`config.mk`:
```
export PLATFORM = sky130hd
export DESIGN_NAME = stls_cell
export DESIGN_NICKNAME = d
export VERILOG_FILES = /design/src/design/stls_pkg.sv /design/src/design/stls_cell.sv
export SDC_FILE = /design/constraint.sdc
export NUM_CORES = 1
export LEC_CHECK = 0
export BUFFER_PORTS_ARGS = -buffer_cell sky130_fd_sc_hd__buf_2
export CAP_MARGIN = 0
export CORE_MARGIN = 2
export CORE_UTILIZATION = 51
export DETAILED_ROUTE_END_ITERATION = 8
export PLACE_DENSITY = 0.84
export SETUP_SLACK_MARGIN = 0.4
export SLEW_MARGIN = 10
export SYNTH_ARGS = -nofsm -noshare
export SYNTH_HDL_FRONTEND = slang
export SYNTH_SLANG_ARGS = --single-unit
```
`constraint.sdc`:
```
create_clock -name clk -period 7.4 [get_ports clk]
set_input_delay 1.11 -clock clk [delete_from_list [all_inputs] [get_ports clk]]
set_output_delay 1.11 -clock clk [all_outputs]
set_load 0.1 [all_outputs]
```
`src/design/stls_pkg.sv`:
```
`timescale 1ns / 1ps
// ----------------------------------------------------------------------------
// stls_pkg
// Shared types and constants of the stair light step sequencer.
// ----------------------------------------------------------------------------
package stls_pkg;

	localparam int COUNT_W    = 22;
	localparam int DELAY_W    = 21;
	localparam int STEP_CNT_W = 6;
	localparam int GAP_W      = 14;
	localparam int STAY_W     = 21;
	localparam int MASK_W     = 32;
	localparam int CFG_IDX_W  = 2;
	localparam int CFG_DATA_W = 21;

	typedef logic signed [COUNT_W-1:0] count_t;
	typedef logic [DELAY_W-1:0]        delay_t;
	typedef logic [STEP_CNT_W-1:0]     step_cnt_t;
	typedef logic [GAP_W-1:0]          gap_t;
	typedef logic [STAY_W-1:0]         stay_t;
	typedef logic [MASK_W-1:0]         mask_t;

	localparam count_t IDLE      = '1;
	localparam delay_t COUNT_MAX = '1;

	localparam logic [CFG_IDX_W-1:0] CFG_STEP_COUNT = 2'd0;
	localparam logic [CFG_IDX_W-1:0] CFG_STEP_GAP   = 2'd1;
	localparam logic [CFG_IDX_W-1:0] CFG_STAY_ON    = 2'd2;

	// pass token walking down the row of step cells
	typedef struct packed {
		logic   valid;
		logic   sched;
		logic   up;
		logic   tick;
		delay_t delay;
		mask_t  on_mask;
		mask_t  off_mask;
		logic   refresh;
	} token_t;

endpackage

```
`src/design/stls_cell.sv`:
```
`timescale 1ns / 1ps
// ----------------------------------------------------------------------------
// stls_cell
// One stair step: holds its on and off countdowns, updates them as the pass
// token goes by and hands the token on to the next step.
// ----------------------------------------------------------------------------
module stls_cell
	import stls_pkg::*;
#(
	parameter int INDEX = 0
) (
	input  logic      clk,
	input  logic      arst_n,
	input  step_cnt_t n,
	input  gap_t      gap,
	input  stay_t     stay,
	input  token_t    tok_in,
	output token_t    tok_out
);

	localparam logic [STEP_CNT_W:0] IDX      = (STEP_CNT_W + 1)'(INDEX);
	localparam mask_t               BIT_MASK = (INDEX < MASK_W) ? (mask_t'(1) << INDEX) : '0;

	count_t               on_q, off_q;
	count_t               on_d, off_d;
	logic                 active;
	logic                 on_hit, off_hit;
	logic [DELAY_W:0]     sum_up;
	delay_t               delay_nxt;
	token_t               tok_d;
	token_t               tok_s1;

	assign active = {1'b0, n} > IDX;
	assign sum_up = {1'b0, tok_in.delay} + (DELAY_W + 1)'(gap);

	always_comb begin
		if (tok_in.up) begin
			delay_nxt = (sum_up > {1'b0, COUNT_MAX}) ? COUNT_MAX : sum_up[DELAY_W-1:0];
		end else begin
			delay_nxt = (tok_in.delay >= DELAY_W'(gap)) ? (tok_in.delay - DELAY_W'(gap)) : '0;
		end
	end

	always_comb begin
		on_d    = on_q;
		off_d   = off_q;
		on_hit  = 1'b0;
		off_hit = 1'b0;
		if (tok_in.valid && active) begin
			if (tok_in.sched && on_d == IDLE) begin
				on_d  = count_t'({1'b0, tok_in.delay});
				off_d = IDLE;
			end
			if (on_d == '0) begin
				on_hit = 1'b1;
				off_d  = count_t'({1'b0, stay});
			end
			if (off_d == '0) begin
				off_hit = 1'b1;
				off_d   = IDLE;
			end
			if (tok_in.tick) begin
				if (!on_d[COUNT_W-1]) begin
					on_d = on_d - count_t'(1);
				end
				if (!off_d[COUNT_W-1]) begin
					off_d = off_d - count_t'(1);
				end
			end
		end
	end

	always_comb begin
		tok_d          = tok_in;
		tok_d.delay    = delay_nxt;
		tok_d.on_mask  = tok_in.on_mask | (on_hit ? BIT_MASK : '0);
		tok_d.off_mask = tok_in.off_mask | (off_hit ? BIT_MASK : '0);
		tok_d.refresh  = tok_in.refresh | on_hit | off_hit;
	end

	always_ff @(posedge clk or negedge arst_n) begin
		if (!arst_n) begin
			on_q  <= IDLE;
			off_q <= IDLE;
		end else begin
			on_q  <= on_d;
			off_q <= off_d;
		end
	end

	always_ff @(posedge clk or negedge arst_n) begin
		if (!arst_n) begin
			tok_s1 <= '0;
		end else begin
			tok_s1 <= tok_d;
		end
	end

	assign tok_out = tok_s1;

endmodule

```
==> summary.txt <==
Timing
  • Setup-failing EPs final: 0
  • Setup TNS after final layout: 0 ns
  • Worst hold margin: 0.474 ns
  • Least-Margin Pin Slew: 1.05 ns
  • Slew Limit Headroom: 28.0%
  • RSZ-0062 raised after global routing: no
  • Min cycle time layout: 5.67 ns
  • F_max: 0.176 GHz
  • Period utilisation layout: 76.6%
  • Layout Skew: 0.00836 ns
  • Final Max Tran Viols: 0
  • Final hold violations: 0

Floorplan
  • Die Outline Area: 0.0173 mm²
  • Die X: 131 µm
  • Die Height: 131 µm
  • Standard-cell row count: 46
  • Initial core utilization: 52.1%
  • Num ports: 223
  • Area of the core region: 0.0159 mm²

Drt
  • Total vias in the final route: 8,365
  • Total detailed-routing wirelength: 24,900 µm
  • Iteration-0 DRC Markers: 989
  • Drt wl/cell: 18.2 µm
  • Total DRC errors in the routed layout: 0
  • Vias/cell: 6.11
  • Number of detailed-routing iterations run before antenna repair: 8
  • Antenna viol nets, final: 0

Power
  • Leakage power of the design: 4.64 nW
  • VDD IR max: 0.133 mV
  • Portion of total power attributed to combinational logic: 31.1%
  • Overall power of the completed layout: 0.00266 W
  • Switching Power: 0.00105 W
  • Sequential share of power: 37.0%
  • Switching share of power: 39.6%
  • Clock power share: 32.0%
  • Power Dens Cells: 262 mW/mm²
  • Int Power: 0.00161 W

Global route
  • Total GRT Usage: 28.9%
  • Number of antenna violations at the first check in global routing: 2
  • First-pass GRT wire length: 40,600 µm
  • Final global-route overflow total: 0
  • Largest net degree at the start of global routing: 70
  • Via count of the first global-routing pass: 7,844

Outcome
  • Run status: completed

Logic synthesis
  • Mean area per synthesized cell: 8.79 µm²
  • Proportion of synthesized chip area in sequential cells: 41.2%
  • Area fraction in and, or, nand and nor cells after synthesis: 21.8%
  • Main combinational cell family by area after synthesis: simple AND/OR/NAND/NOR gates
  • Synth async-reset ratio: 100%
  • Post-synthesis instance area: 0.00828 mm²
  • Number of enable-type register cells in the synthesized netlist: 0
  • Yosys warnings: 0
  • Adder-Cell Fraction of Synth Area: 5.17%
  • Complex-gate fraction of the synthesized area: 21.5%
  • Main synth FF type: sky130_fd_sc_hd__dfrtp_1
  • Number of different library cells in the post-synthesis netlist: 74
  • Post-synthesis xor/xnor area fraction: 2.96%
  • Cell count after synthesis: 942
  • Multiplexer share of the synthesized area: 3.49%
  • Number of nets produced by synthesis: 1,108
  • Synth Register Bits: 134

Worst setup path
  • Arrival time reported for the critical path endpoint: 5.99 ns
  • Terminus of the critical flop-to-flop path: off_q[20]
  • Required time of the critical path: 7.72 ns
  • Flop2flop setup slack: 1.94 ns
  • Cell breakdown of the critical path: buf_2 > nand4_1 > or4_1 > nor2_2 > mux2i_1 > ha_1 > o21ai_0 > a221o_1 > or3_1 > buf_4 > nor2_1 > nor2_1 > nor2_1 > ha_1 > nand2_1 > or4_1 > nor2_1 > mux2i_1 > a21oi_1 > xor2_1 > a31oi_1
  • Critical path's most frequent cell: sky130_fd_sc_hd__nor2_1
  • Worst setup path end: off_q[20]
  • Largest fanout of any net on the critical path: 26
  • CP startpoint: tok_in[88]
  • Reg-to-reg startpoint: on_q[5]
  • Cell with the largest stage delay on the worst path: sky130_fd_sc_hd__or4_1
  • Launching element type of the critical path: input port
  • Max stage delay on crit path: 0.72 ns
  • Cells on worst reg2reg path: 20
  • Crit Path Class: in2reg
  • CP endpoint kind: register

Clock network
  • # H-tree levels: 4
  • PostCTS Resize Cnt: 0
  • TritonCTS clock tree: done
  • Clock transition at the registers of the reported paths: 0.06 ns
  • Insertion delay to the later sink of the worst-skew pair: 0.42 ns
  • Longest Clk Path Bufs: 2
  • Buffers inserted by post-CTS timing repair: 0
  • Count of clock tree sinks: 134
  • Clock buffers created by TritonCTS: 17
  • Clock root buffer: sky130_fd_sc_hd__clkbuf_16
  • Post-cts hold buffer count: 0

Placed design
  • Port Buffers: 222
  • Dpl hpwl: 18,000 µm
  • Placer congestion estimate: 0.939

Layout
  • Layout area overhead: 22.5%
  • Total number of nets in the final design: 1,304
  • Share of post-route cells with drive strength above 1: 29.0%
  • Fraction of the core area covered by cells at the end of the flow: 63.8%
  • Fillers: 1,342

Flow run
  • Count of maximum capacitance violations: 0

Min path
  • Worst hold path cell count: 2
  • Hold WC Path Type: reg2reg
  • Hold wc startpoint: off_q[5]
## worst min path at each step
stage,to,slack [ns]
6_report,off_q[5],0.47
5_1_grt,off_q[5],0.48
3_5_place_dp,off_q[5],0.47
2_1_floorplan,off_q[5],0.45
3_3_place_gp,off_q[5],0.46
4_1_cts,off_q[5],0.48
## per-stage QoR
stage                     setup WS, ns  std cells  area [µm²]
after detailed placement          1.38       1334        9540
after global routing              1.35       1368       10100
after global placement            1.54       1334        9540
after CTS                         1.82       1366       10100
after floorplan                   1.62        942        8280
final                             1.73       1368       10100
## cell usage after synthesis, types with 4 or more instances
library cell | instances | share of area, %
sky130_fd_sc_hd__o311ai_0 | 4 | 0.42
sky130_fd_sc_hd__o221ai_1 | 4 | 0.42
sky130_fd_sc_hd__nor2b_1 | 7 | 0.53
sky130_fd_sc_hd__nor2_1 | 112 | 5.1
sky130_fd_sc_hd__dfrtp_1 | 90 | 27
sky130_fd_sc_hd__nor4_1 | 9 | 0.68
sky130_fd_sc_hd__o21ai_0 | 66 | 4.0
sky130_fd_sc_hd__xnor2_1 | 18 | 1.9
sky130_fd_sc_hd__nand2_1 | 76 | 3.4
sky130_fd_sc_hd__and2_1 | 4 | 0.30
sky130_fd_sc_hd__nand4_1 | 11 | 0.83
sky130_fd_sc_hd__mux2i_1 | 21 | 2.5
sky130_fd_sc_hd__a21o_1 | 12 | 1.1
sky130_fd_sc_hd__xor2_1 | 10 | 1.1
sky130_fd_sc_hd__o31ai_1 | 13 | 1.2
sky130_fd_sc_hd__a21oi_1 | 62 | 3.7
sky130_fd_sc_hd__and3_1 | 4 | 0.30
sky130_fd_sc_hd__inv_1 | 30 | 1.4
sky130_fd_sc_hd__dfstp_2 | 44 | 14
sky130_fd_sc_hd__nand3b_1 | 6 | 0.54
sky130_fd_sc_hd__o211ai_1 | 10 | 0.91
sky130_fd_sc_hd__clkbuf_1 | 48 | 2.2
sky130_fd_sc_hd__nand3_1 | 20 | 1.2
sky130_fd_sc_hd__ha_1 | 31 | 4.7
sky130_fd_sc_hd__a22o_1 | 5 | 0.53
sky130_fd_sc_hd__or4_1 | 17 | 1.5
sky130_fd_sc_hd__a211o_1 | 8 | 0.85
sky130_fd_sc_hd__nor3_1 | 37 | 2.2
sky130_fd_sc_hd__or2_2 | 10 | 0.76
sky130_fd_sc_hd__a31oi_1 | 23 | 1.7
sky130_fd_sc_hd__o21bai_1 | 8 | 0.73
sky130_fd_sc_hd__o22a_1 | 5 | 0.53
sky130_fd_sc_hd__or3_1 | 29 | 2.2
sky130_fd_sc_hd__nand2b_1 | 13 | 0.98
sky130_fd_sc_hd__a211oi_1 | 8 | 0.73
## critical path, delay by kind of cell
kind            cells  cell delay (ns)
compound gates      4             0.74
xor+xnor            1             0.16
buf+inv             2             0.40
fa+ha+maj           2             0.37
simple gates       10             2.63
mux                 2             0.56
## state kept, by name, summed over array words and instances, names as in the netlist
name,cells
tok_out,90
off_q,22
on_q,22
## cell usage in the layout (no fill, tap or decap), types with 8 or more instances in the layout
| master | count |
|---|---|
| sky130_fd_sc_hd__o21bai_1 | 8 |
| sky130_fd_sc_hd__a211oi_1 | 8 |
| sky130_fd_sc_hd__xor2_1 | 10 |
| sky130_fd_sc_hd__dfrtp_1 | 90 |
| sky130_fd_sc_hd__buf_4 | 9 |
| sky130_fd_sc_hd__or4_1 | 17 |
| sky130_fd_sc_hd__clkbuf_16 | 17 |
| sky130_fd_sc_hd__or2_2 | 10 |
| sky130_fd_sc_hd__xnor2_1 | 18 |
| sky130_fd_sc_hd__a211o_1 | 8 |
| sky130_fd_sc_hd__inv_1 | 30 |
| sky130_fd_sc_hd__or3_1 | 29 |
| sky130_fd_sc_hd__a21oi_1 | 62 |
| sky130_fd_sc_hd__o211ai_1 | 10 |
| sky130_fd_sc_hd__buf_2 | 221 |
| sky130_fd_sc_hd__nor4_1 | 9 |
| sky130_fd_sc_hd__nor2_1 | 111 |
| sky130_fd_sc_hd__mux2i_1 | 21 |
| sky130_fd_sc_hd__a21o_1 | 12 |
| sky130_fd_sc_hd__nand3_1 | 20 |
| sky130_fd_sc_hd__nor3_1 | 36 |
| sky130_fd_sc_hd__nand4_1 | 11 |
| sky130_fd_sc_hd__ha_1 | 31 |
| sky130_fd_sc_hd__nand2b_1 | 13 |
| sky130_fd_sc_hd__a31oi_1 | 23 |
| sky130_fd_sc_hd__dfstp_2 | 44 |
| sky130_fd_sc_hd__nand2_1 | 76 |
| sky130_fd_sc_hd__o21ai_0 | 66 |
| sky130_fd_sc_hd__o31ai_1 | 12 |
## routing by layer
metal	share of wire, %	GRT usage [%]	vias to the layer above
met5	0	0	-
li1	-	-	3844
met4	2.3	10.2	0
met2	48	47.4	471
met1	42	38.0	3991
met3	8.2	5.79	59
## cells by family after synthesis
kind of cell    after synthesis
flops                       134
mux                          26
xor+xnor                     28
simple gates                365
fa+ha+maj                    33
buf+inv                      85
compound gates              271
## cell type report
cell class	instances	area (µm²)	share of cell area, %
inverter	31	116	1.15
antenna	1	2.50	0.0247
tap	216	270	2.67
sequential	134	3410	33.6
clock inverter	14	154	1.52
multi-input combinational	723	4560	45.0
clock buffer	18	439	4.33
timing repair buffer	231	1180	11.7
## power by group through the flow
stage | combinational (W) | sequential (W) | clock [W]
final | 0.000826 | 0.000984 | 0.000850
after global routing | 0.000889 | 0.000995 | 0.000902
after CTS | 0.000818 | 0.000977 | 0.000863
after detailed placement | 0.000813 | 0.000988 | 0
after global placement | 0.000800 | 0.000983 | 0
after floorplan | 0.000361 | 0.00122 | 0
(Power assumes the default switching activity.)
